### config.mk
export PLATFORM = sky130hd
export DESIGN_NAME = framed_byte_parser_sum_check_flat
export DESIGN_NICKNAME = d
export VERILOG_FILES = /design/src/rtl/core/fps_pkg.sv /design/src/rtl/core/fps_in_if.sv /design/src/rtl/core/fps_out_if.sv /design/src/rtl/core/framed_byte_parser_sum_check.sv /design/src/rtl/core/fps_ctrl.sv /design/src/rtl/core/fps_dp.sv /design/src/flat_wrapper.sv
export SDC_FILE = /design/constraint.sdc
export NUM_CORES = 1
export LEC_CHECK = 0
export CORE_MARGIN = 2
export CORE_UTILIZATION = 62
export DETAILED_ROUTE_END_ITERATION = 16
export DONT_BUFFER_PORTS = 1
export GPL_TIMING_DRIVEN = 0
export PLACE_DENSITY = 0.87
export RECOVER_POWER = 100
export SLEW_MARGIN = 20
export SYNTH_ARGS = -nofsm -noshare
export SYNTH_HDL_FRONTEND = slang
export SYNTH_HIERARCHICAL = 1
export SYNTH_SLANG_ARGS = --single-unit
### constraint.sdc
create_clock -name clk -period 4.5 [get_ports clk]
set_clock_uncertainty 0.1 [all_clocks]
set_input_delay 0.675 -clock clk [delete_from_list [all_inputs] [get_ports clk]]
set_output_delay 0.675 -clock clk [all_outputs]
set_load 0.05 [all_outputs]
### src/rtl/core/fps_pkg.sv
// Shared types and constants for the framed byte parser.
package fps_pkg;

  localparam int BYTE_W    = 8;
  localparam int CFG_IDX_W = 1;

  typedef enum logic [CFG_IDX_W-1:0] {
    CFG_HEAD = 1'b0,
    CFG_END  = 1'b1
  } cfg_idx_t;

  typedef enum logic [1:0] {
    STAT_OK       = 2'd0,
    STAT_MISMATCH = 2'd1,
    STAT_SHORT    = 2'd2,
    STAT_OVERFLOW = 2'd3
  } status_t;

  typedef enum logic [1:0] {
    S_HUNT,
    S_COLLECT,
    S_READ,
    S_LOAD
  } state_t;

  typedef struct packed {
    logic clear;
    logic store;
    logic load_status;
    logic walk_start;
    logic rd;
    logic load_byte;
  } cmd_t;

  typedef struct packed {
    logic    is_head;
    logic    is_end;
    logic    out_busy;
    logic    out_free;
    logic    emit;
    logic    last;
    status_t code;
  } sts_t;

endpackage

### src/rtl/core/fps_in_if.sv
// Input channel: one received byte per item.
interface fps_in_if;
  logic       valid;
  logic       ready;
  logic [7:0] rx_byte;

  modport source (output valid, output rx_byte, input ready);
  modport sink   (input valid, input rx_byte, output ready);
endinterface

### src/rtl/core/fps_out_if.sv
// Result channel: payload byte or frame status per item.
interface fps_out_if;
  logic       valid;
  logic       ready;
  logic [7:0] payload_byte;
  logic [1:0] frame_status;
  logic       byte_present;
  logic       last_of_frame;

  modport source (output valid, output payload_byte, output frame_status,
                  output byte_present, output last_of_frame, input ready);
  modport sink   (input valid, input payload_byte, input frame_status,
                  input byte_present, input last_of_frame, output ready);
endinterface

### src/rtl/core/framed_byte_parser_sum_check.sv
// Top level of the framed byte parser with additive checksum.
// Bytes are taken one per cycle while hunting for the head byte and while
// collecting a frame, as long as the result register is empty. The end byte
// of a frame is judged in the cycle it is taken (the checksum is kept as a
// running sum). A frame that fails, is too short or overflowed gives one
// status item, and input is held until that item is taken. A good frame
// walks the frame store: for each payload byte one memory read (S_READ), then
// one result register load (S_LOAD) that waits out any output backpressure,
// and input is held until the walk ends and its last byte is taken.
module framed_byte_parser_sum_check import fps_pkg::*; #(
  parameter int FRAME_BYTES = 32
) (
  input  logic                 clk,
  input  logic                 rst_n,
  input  logic                 cfg_we,
  input  logic [CFG_IDX_W-1:0] cfg_index,
  input  logic [BYTE_W-1:0]    cfg_data,
  fps_in_if.sink               in_chan,
  fps_out_if.source            out_chan
);

  cmd_t cmd;
  sts_t sts;

  fps_ctrl u_ctrl (
    .clk      (clk),
    .rst_n    (rst_n),
    .in_valid (in_chan.valid),
    .in_ready (in_chan.ready),
    .sts      (sts),
    .cmd      (cmd)
  );

  fps_dp #(
    .FRAME_BYTES (FRAME_BYTES)
  ) u_dp (
    .clk         (clk),
    .rst_n       (rst_n),
    .cfg_we      (cfg_we),
    .cfg_index   (cfg_index),
    .cfg_data    (cfg_data),
    .in_byte     (in_chan.rx_byte),
    .cmd         (cmd),
    .sts         (sts),
    .out_ready   (out_chan.ready),
    .out_valid   (out_chan.valid),
    .out_byte    (out_chan.payload_byte),
    .out_status  (out_chan.frame_status),
    .out_present (out_chan.byte_present),
    .out_last    (out_chan.last_of_frame)
  );

endmodule

### src/rtl/core/fps_ctrl.sv
// Controller state machine: hunt, collect and store walk sequencing.
module fps_ctrl import fps_pkg::*; (
  input  logic clk,
  input  logic rst_n,
  input  logic in_valid,
  output logic in_ready,
  input  sts_t sts,
  output cmd_t cmd
);

  state_t state_r;
  state_t state_nxt;
  logic   acc;

  always_ff @(posedge clk) begin
    if (!rst_n) begin
      state_r <= S_HUNT;
    end else begin
      state_r <= state_nxt;
    end
  end

  always_comb begin
    state_nxt = state_r;
    cmd       = '0;
    in_ready  = 1'b0;
    acc       = 1'b0;
    unique case (state_r)
      S_HUNT: begin
        in_ready = !sts.out_busy;
        acc      = in_valid && in_ready;
        if (acc && sts.is_head) begin
          cmd.clear = 1'b1;
          state_nxt = S_COLLECT;
        end
      end
      S_COLLECT: begin
        in_ready = !sts.out_busy;
        acc      = in_valid && in_ready;
        if (acc) begin
          if (!sts.is_end) begin
            cmd.store = 1'b1;
          end else if (sts.emit) begin
            cmd.walk_start = 1'b1;
            state_nxt      = S_READ;
          end else begin
            cmd.load_status = 1'b1;
            state_nxt       = S_HUNT;
          end
        end
      end
      S_READ: begin
        cmd.rd    = 1'b1;
        state_nxt = S_LOAD;
      end
      S_LOAD: begin
        if (sts.out_free) begin
          cmd.load_byte = 1'b1;
          state_nxt     = sts.last ? S_HUNT : S_READ;
        end
      end
      default: state_nxt = S_HUNT;
    endcase
  end

endmodule

### src/rtl/core/fps_dp.sv
// Datapath: flag registers, frame store, running sum and result register.
module fps_dp import fps_pkg::*; #(
  parameter int FRAME_BYTES = 32
) (
  input  logic                 clk,
  input  logic                 rst_n,
  input  logic                 cfg_we,
  input  logic [CFG_IDX_W-1:0] cfg_index,
  input  logic [BYTE_W-1:0]    cfg_data,
  input  logic [BYTE_W-1:0]    in_byte,
  input  cmd_t                 cmd,
  output sts_t                 sts,
  input  logic                 out_ready,
  output logic                 out_valid,
  output logic [BYTE_W-1:0]    out_byte,
  output logic [1:0]           out_status,
  output logic                 out_present,
  output logic                 out_last
);

  localparam int AW = $clog2(FRAME_BYTES);
  localparam int CW = $clog2(FRAME_BYTES + 1);
  localparam int SW = BYTE_W + AW;

  logic [BYTE_W-1:0] head_r;
  logic [BYTE_W-1:0] end_r;
  logic [BYTE_W-1:0] mem_r [FRAME_BYTES];
  logic [CW-1:0]     cnt_r;
  logic              ovf_r;
  logic [SW-1:0]     sum_r;
  logic [BYTE_W-1:0] last_byte_r;
  logic [AW-1:0]     rd_idx_r;
  logic [BYTE_W-1:0] rd_data_r;
  logic              out_valid_r;
  logic              out_valid_nxt;
  logic [BYTE_W-1:0] out_byte_r;
  status_t           out_status_r;
  logic              out_present_r;
  logic              out_last_r;
  logic              full;
  logic              match;
  logic [AW-1:0]     plen;

  assign full  = (cnt_r == CW'(FRAME_BYTES));
  assign match = (sum_r == SW'(last_byte_r));
  assign plen  = AW'(cnt_r - CW'(1));

  always_ff @(posedge clk) begin
    if (!rst_n) begin
      head_r <= BYTE_W'(170);
      end_r  <= BYTE_W'(85);
    end else if (cfg_we) begin
      unique case (cfg_idx_t'(cfg_index))
        CFG_HEAD: head_r <= cfg_data;
        CFG_END:  end_r  <= cfg_data;
        default: ;
      endcase
    end
  end

  always_ff @(posedge clk) begin
    if (!rst_n) begin
      cnt_r <= '0;
      ovf_r <= 1'b0;
    end else if (cmd.clear) begin
      cnt_r <= '0;
      ovf_r <= 1'b0;
    end else if (cmd.store) begin
      if (full) begin
        ovf_r <= 1'b1;
      end else begin
        cnt_r <= cnt_r + CW'(1);
      end
    end
  end

  always_ff @(posedge clk) begin
    if (cmd.clear) begin
      sum_r <= '0;
    end else if (cmd.store && !full) begin
      if (cnt_r != '0) begin
        sum_r <= sum_r + SW'(last_byte_r);
      end
      last_byte_r <= in_byte;
    end
  end

  always_ff @(posedge clk) begin
    if (cmd.store && !full) begin
      mem_r[cnt_r[AW-1:0]] <= in_byte;
    end
  end

  always_ff @(posedge clk) begin
    if (cmd.rd) begin
      rd_data_r <= mem_r[rd_idx_r];
    end
  end

  always_ff @(posedge clk) begin
    if (cmd.walk_start) begin
      rd_idx_r <= '0;
    end else if (cmd.load_byte) begin
      rd_idx_r <= rd_idx_r + AW'(1);
    end
  end

  always_comb begin
    out_valid_nxt = out_valid_r;
    if (cmd.load_status || cmd.load_byte) begin
      out_valid_nxt = 1'b1;
    end else if (out_ready) begin
      out_valid_nxt = 1'b0;
    end
  end

  always_ff @(posedge clk) begin
    if (!rst_n) begin
      out_valid_r <= 1'b0;
    end else begin
      out_valid_r <= out_valid_nxt;
    end
  end

  always_ff @(posedge clk) begin
    if (cmd.load_status) begin
      out_byte_r    <= '0;
      out_status_r  <= sts.code;
      out_present_r <= 1'b0;
      out_last_r    <= 1'b1;
    end else if (cmd.load_byte) begin
      out_byte_r    <= rd_data_r;
      out_status_r  <= STAT_OK;
      out_present_r <= 1'b1;
      out_last_r    <= sts.last;
    end
  end

  always_comb begin
    sts          = '0;
    sts.is_head  = (in_byte == head_r);
    sts.is_end   = (in_byte == end_r);
    sts.out_busy = out_valid_r;
    sts.out_free = !out_valid_r || out_ready;
    sts.last     = (rd_idx_r == plen - AW'(1));
    sts.emit     = !ovf_r && (cnt_r != '0) && match && (plen != '0);
    priority if (ovf_r) begin
      sts.code = STAT_OVERFLOW;
    end else if (cnt_r == '0) begin
      sts.code = STAT_SHORT;
    end else if (!match) begin
      sts.code = STAT_MISMATCH;
    end else begin
      sts.code = STAT_OK;
    end
  end

  assign out_valid   = out_valid_r;
  assign out_byte    = out_byte_r;
  assign out_status  = out_status_r;
  assign out_present = out_present_r;
  assign out_last    = out_last_r;

`ifndef NO_ASSERTIONS
  a_cnt_bound: assert property (@(posedge clk) disable iff (!rst_n)
    cnt_r <= CW'(FRAME_BYTES))
    else $error("stored count beyond frame size");

  a_present_ok: assert property (@(posedge clk) disable iff (!rst_n)
    (out_valid_r && out_present_r) |-> (out_status_r == STAT_OK))
    else $error("payload byte with failing status");

  a_no_load_busy: assert property (@(posedge clk) disable iff (!rst_n)
    (cmd.load_status || cmd.load_byte) |-> (!out_valid_r || out_ready))
    else $error("result register overwritten");

  a_walk_frozen: assert property (@(posedge clk) disable iff (!rst_n)
    cmd.rd |=> $stable(cnt_r))
    else $error("store changed during walk");
`endif

endmodule
### src/flat_wrapper.sv
// flat-port wrapper written by rule: the top's interface ports become plain ports
module framed_byte_parser_sum_check_flat import fps_pkg::*;
#(
  parameter int FRAME_BYTES = 32
)
  (clk, rst_n, cfg_we, cfg_index, cfg_data, in_chan_valid, in_chan_rx_byte, in_chan_ready, out_chan_valid, out_chan_payload_byte, out_chan_frame_status, out_chan_byte_present, out_chan_last_of_frame, out_chan_ready);
  fps_in_if in_chan_i ();
  fps_out_if out_chan_i ();
  input  logic clk;
  input  logic rst_n;
  input  logic cfg_we;
  input  logic [CFG_IDX_W-1:0] cfg_index;
  input  logic [BYTE_W-1:0] cfg_data;
  input wire logic [$bits(in_chan_i.valid)-1:0] in_chan_valid;
  input wire logic [$bits(in_chan_i.rx_byte)-1:0] in_chan_rx_byte;
  output wire logic [$bits(in_chan_i.ready)-1:0] in_chan_ready;
  output wire logic [$bits(out_chan_i.valid)-1:0] out_chan_valid;
  output wire logic [$bits(out_chan_i.payload_byte)-1:0] out_chan_payload_byte;
  output wire logic [$bits(out_chan_i.frame_status)-1:0] out_chan_frame_status;
  output wire logic [$bits(out_chan_i.byte_present)-1:0] out_chan_byte_present;
  output wire logic [$bits(out_chan_i.last_of_frame)-1:0] out_chan_last_of_frame;
  input wire logic [$bits(out_chan_i.ready)-1:0] out_chan_ready;
  assign in_chan_i.valid = in_chan_valid;
  assign in_chan_i.rx_byte = in_chan_rx_byte;
  assign in_chan_ready = in_chan_i.ready;
  assign out_chan_valid = out_chan_i.valid;
  assign out_chan_payload_byte = out_chan_i.payload_byte;
  assign out_chan_frame_status = out_chan_i.frame_status;
  assign out_chan_byte_present = out_chan_i.byte_present;
  assign out_chan_last_of_frame = out_chan_i.last_of_frame;
  assign out_chan_i.ready = out_chan_ready;
  framed_byte_parser_sum_check #(.FRAME_BYTES(FRAME_BYTES)) u_core (.clk(clk), .rst_n(rst_n), .cfg_we(cfg_we), .cfg_index(cfg_index), .cfg_data(cfg_data), .in_chan(in_chan_i), .out_chan(out_chan_i));
endmodule
### Word-level counts from Yosys, hierarchy flattened

Memories as Yosys holds them, arrays and structs flattened. A register that Yosys moved wholly into a read port is not among the register bits.
Cells that the tools add are included.

* register bits: 64
* memories: 1
* RAM bits: 256
* output and inout port bits: 14

Memory list
* u_core.u_dp.mem_r: words 32, bits a word 8, rd ports 1, clocked after Yosys merged registers in 1, write ports 1, line fps_dp.sv:27 `logic [BYTE_W-1:0] mem_r [FRAME_BYTES];`

* muxes and demuxes: 28
* eq/ne operators: 12
* reduce and logical (&&, ||, !) cells: 26
* $add $sub $neg: 5
* bitwise logic cells: 4

Operator list (count)
* $mux W2: 11
* $eq A8 B8 Y1: 2
* $mux W1: 14
* $add A13 B8 Y13: 1
* $eq A13 B8 Y1: 1
* $reduce_and A2 Y1: 6
* $sub A5 B1 Y5 const B: 2
* $pmux W2 S4: 1
* $add A6 B1 Y6 const B: 1
* $eq A6 B6 Y1 const B: 1
* $logic_and A1 B1 Y1: 6
* $logic_not A6 Y1: 1
* $mux W3: 2
* $ne A2 B2 Y1 const B: 3
* $reduce_bool A6 Y1: 1
* $add A5 B1 Y5 const B: 1
* $eq A5 B5 Y1: 1
* $reduce_bool A5 Y1: 1
* $eq A2 B2 Y1 const B: 2
* $not A1 Y1: 4
* $reduce_and A4 Y1: 1
* $reduce_bool A2 Y1: 2
* $reduce_or A2 Y1: 2
* $logic_not A1 Y1: 3
* 4 further kinds: 5

### Logic depth before layout (Yosys ltp)

* depth in word-level cells: 11
* gate-level depth with buffers: 12
* gate-level depth less buffers: 9

### Cells and area by module

The synthesis kept the hierarchy.

By module, submodules not included
* fps_dp: area each 13477.9 sq um, instances 1, cells each 793
* fps_ctrl: area each 143.9 sq um, instances 1, cells each 18

### Worst setup path after synthesis

OpenSTA, ideal clock, no wires.

* kind: flip-flop to flip-flop
* from: register u_core.u_dp.out_valid_r (netlist: u_core/u_dp/out_valid)
* to: memory u_core.u_dp.mem_r[7][0], enable pin
* setup time: 0.383 ns
* stages on the path, launching flop included: 8
* arrival time: 2.704 ns
* path slack: 1.312 ns
* data required time: 4.017 ns
* period minus slack after synthesis: 3.188 ns
* path through: dfxtp_1 -> buf_4 -> and4bb_1 -> nor2b_1 -> inv_1 -> a21oi_1 -> nand2_1 -> nor3_1

RTL lines
* from (decl): line fps_dp.sv:34 `logic out_valid_r;`
* from (signal assigned): line fps_dp.sv:121 `out_valid_r <= out_valid_nxt;`
* to (decl): line fps_dp.sv:27

==> impl_results.md <==
* CP startpoint kind: flop
* Hold path endpoint: u_core/u_dp/mem_r[24][4]
* Final core occ at 69.6%
* Max incr delay on CP at 0.85 ns
* Hold path startpoint: in_chan_rx_byte[4]
* Slew headroom at -3.72%
* PnR Total Power at 6.22 mW
* Final ANT Viol Nets at 0
* Critical Path Start: u_core/u_dp/out_valid
* HPWL Detailed at 18900 microns
* GP Congestion at 0.841
* Top_reg_cell synth: edfxtp_1
* Syn Inst Count at 811
* Yosys top cell area share at 60.4%
* Tot GR Track Use at 25.8%
* Effective utilization at floorplan at 62.8%
* Area Growth Syn to Fin at 10.7%
* CTS Buffer Depth at 3
* Hold Crit Class: input pin to flop
* Synth area leader: edfxtp_1
* Hold_buf cts at 0
* Nets at 888
* Worst skew pair latency at 0.52 ns
* Unrepaired setup endpoints after global routing: false
* Setup violations, final at 0
* Post-synth cell types at 59
* Critical Path AT at 3.98 ns
* FP Rows at 54
* Final Cycle Share at 87.8%
* First-pass GRT wire length at 44900 microns
* Max Cap Viol at 1
* Die height at 152 microns
* Vias at 7473
* Register bit total from synthesis at 328
* FF/Latch Area at 9310 sq um
* Failing checks: max-capacitance violations, max-slew violations
* CORE AREA at 21700 sq um
* Most frequent cell after synthesis: edfxtp_1
* Synth Warn # at 6
* Worst hold slack at 0.156 ns
* Resize count post-CTS at 0
* Syn Std Cell Area at 13600 sq um
* Finished Layout Cells at 1153
* Pwr Density at 412 nW/um^2
* R2R cell count at 7
* Pin count of the biggest net entering global routing at 36
* FILL cells at 1293
* Slowest CP cell: nor3_2
* Worst R2R Start: u_core/u_dp/out_valid
* Min Tclk post-route at 3.95 ns
* Clk sinks at 328
* Residual DRC at 0
* Ant. Diodes at 0
* Max Fclk at 253 MHz
* Reg2Reg Setup Slack at 0.55 ns
* Die width at 152 microns
* Die area at 23200 sq um
* Routed wire length at 29500 microns
* Cell family with most CP delay: simple AND/OR/NAND/NOR gates
* CP Max Fanout at 8
* CTS Buf Count at 34
* Setup ws final at 0.551 ns
* Most common library cells after synthesis: 274 x edfxtp_1, 65 x nor2_1, 64 x mux4_2
* Worst hold stages at 0
* Routed length per instance at 25.6 microns
* Placement Setup Slack at 0.379 ns
* Grt ovf at 0
* Vias in the first global route at 7540
* Critical path class: flop to flop
* Syn Area/Cell at 16.8 sq um
* Vias/cell at 6.48
* Critical Path Sink Type: flop
* Outcome: complete, but fails checks
* Post-synth EDFFs at 274
* Htree depth at 2
* TritonCTS clock tree: done
* Layout cell share with drive strength beyond 1 at 16.3%
* Clk slew on worst S/H paths at 0.06 ns
* Cells along the critical path: clkbuf_1, and4bb_1, nor2b_1, inv_1, a21oi_1, nand2_1, nor3_2
* DP Area at 14000 sq um
* Pin slew with the least headroom to its limit at 1.54 ns
* Synth Net Count at 851
* I/O pin cnt at 36
* Clk root buf: clkbuf_16
* Hold Vio Cnt, Final at 0
* Final Slew Violations at 9
* Buffers plus inverters on the worst setup path at 2
* FFs w/ async S/R, synth at 0%
* Leakage Power at 4.88 nW
* Final Cell Area at 15100 sq um
* Count of input and output buffers at 0
* Reg-to-Reg End: u_core/u_dp/mem_r[5][0]
* Drt pass-1 iters at 8
* Register area share after synthesis at 68.3%
* CP Data Required Time at 4.53 ns
* Post-CTS Setup Bufs at 0
* Violation count after the first detailed-route iteration at 711
* Multi-input gate area at 4050 sq um
* Setup TNS at 0 ns
* Initial antenna violation count at 1
* Placed cells at 1092
* Top cells by area, synth: edfxtp_1 60%, mux4_2 11%, dfxtp_1 7.9%
* Max IR drop VDD at 363 uV
==> worst max path at each step <==
stage,endpoint,slack [ns],cells past startpoint
after floorplan,u_core/u_dp/mem_r[7][0],1.31,7
after global placement,u_core/u_dp/mem_r[5][3],0.21,7
after detailed placement,u_core/u_dp/mem_r[14][4],0.38,7
after CTS,u_core/u_dp/mem_r[14][4],0.34,7
after global routing,u_core/u_dp/mem_r[22][6],0.41,7
final,u_core/u_dp/mem_r[5][0],0.55,7
==> cell usage in the layout (no fill, tap or decap), types with 9 or more instances in the layout <==
cell / netlist / final
edfxtp_1: 274 / 274
nor2_1: 65 / 65
mux4_2: 64 / 64
nand2_1: 61 / 61
dfxtp_1: 54 / 54
clkbuf_16: 0 / 37
clkbuf_1: 23 / 30
xnor2_1: 28 / 28
nand3_1: 23 / 23
a21oi_1: 19 / 19
ha_1: 17 / 17
mux4_1: 16 / 16
inv_1: 12 / 12
nor3_1: 15 / 10
nand4_1: 10 / 10
mux2i_1: 9 / 9
a21boi_0: 1 / 9
==> power breakdown <==
group          switching [mW]  internal [mW]  total [mW]
Sequential             0.0227           3.30        3.32
Combinational          0.0845         0.0874       0.172
Clock                    1.11           1.61        2.72
==> kinds of logic (layout without fill, tap and decap cells) <==
kind of cell	Yosys count	after routing	synth area share [%]
flops	328	328	68.3
simple gates	214	214	7.40
fa+ha+maj	18	18	1.71
buf+inv	55	117	2.05
xor+xnor	33	33	2.12
compound gates	63	63	3.14
mux	100	100	15.2
==> registers in the layout, summed over array words and instances, names as in the netlist, 6 cells and up <==
signal / flops
u_core/u_dp/mem_r: 256
u_core/u_dp/head_r: 8
u_core/u_dp/sum_r: 13
u_core/u_dp/end_r: 8
u_core/u_dp/last_byte_r: 8
u_core/u_dp/cnt_r: 6
u_core/u_dp/out_byte: 8
u_core/u_dp/rd_data_r: 8
==> final cells by class <==
type	instances	area share [%]
clock inverters	20	1.03
inverters	14	0.398
multi-input cells	428	26.9
clock buffers	41	6.24
repair buffers	1	0.0249
plain buffers	41	1.40
flip-flops and latches	328	61.7
well taps	280	2.32
==> metal layers <==
layer  track usage, %  vias to the layer above  part of all wire [%]
li1                 -                     3252                     -
met1             33.4                     3769                    37
met2             44.4                      367                    51
met3             4.38                       85                   7.5
met4             9.88                        0                   4.2
met5                0                        -                     0
Power figures use the tool's default switching activity.
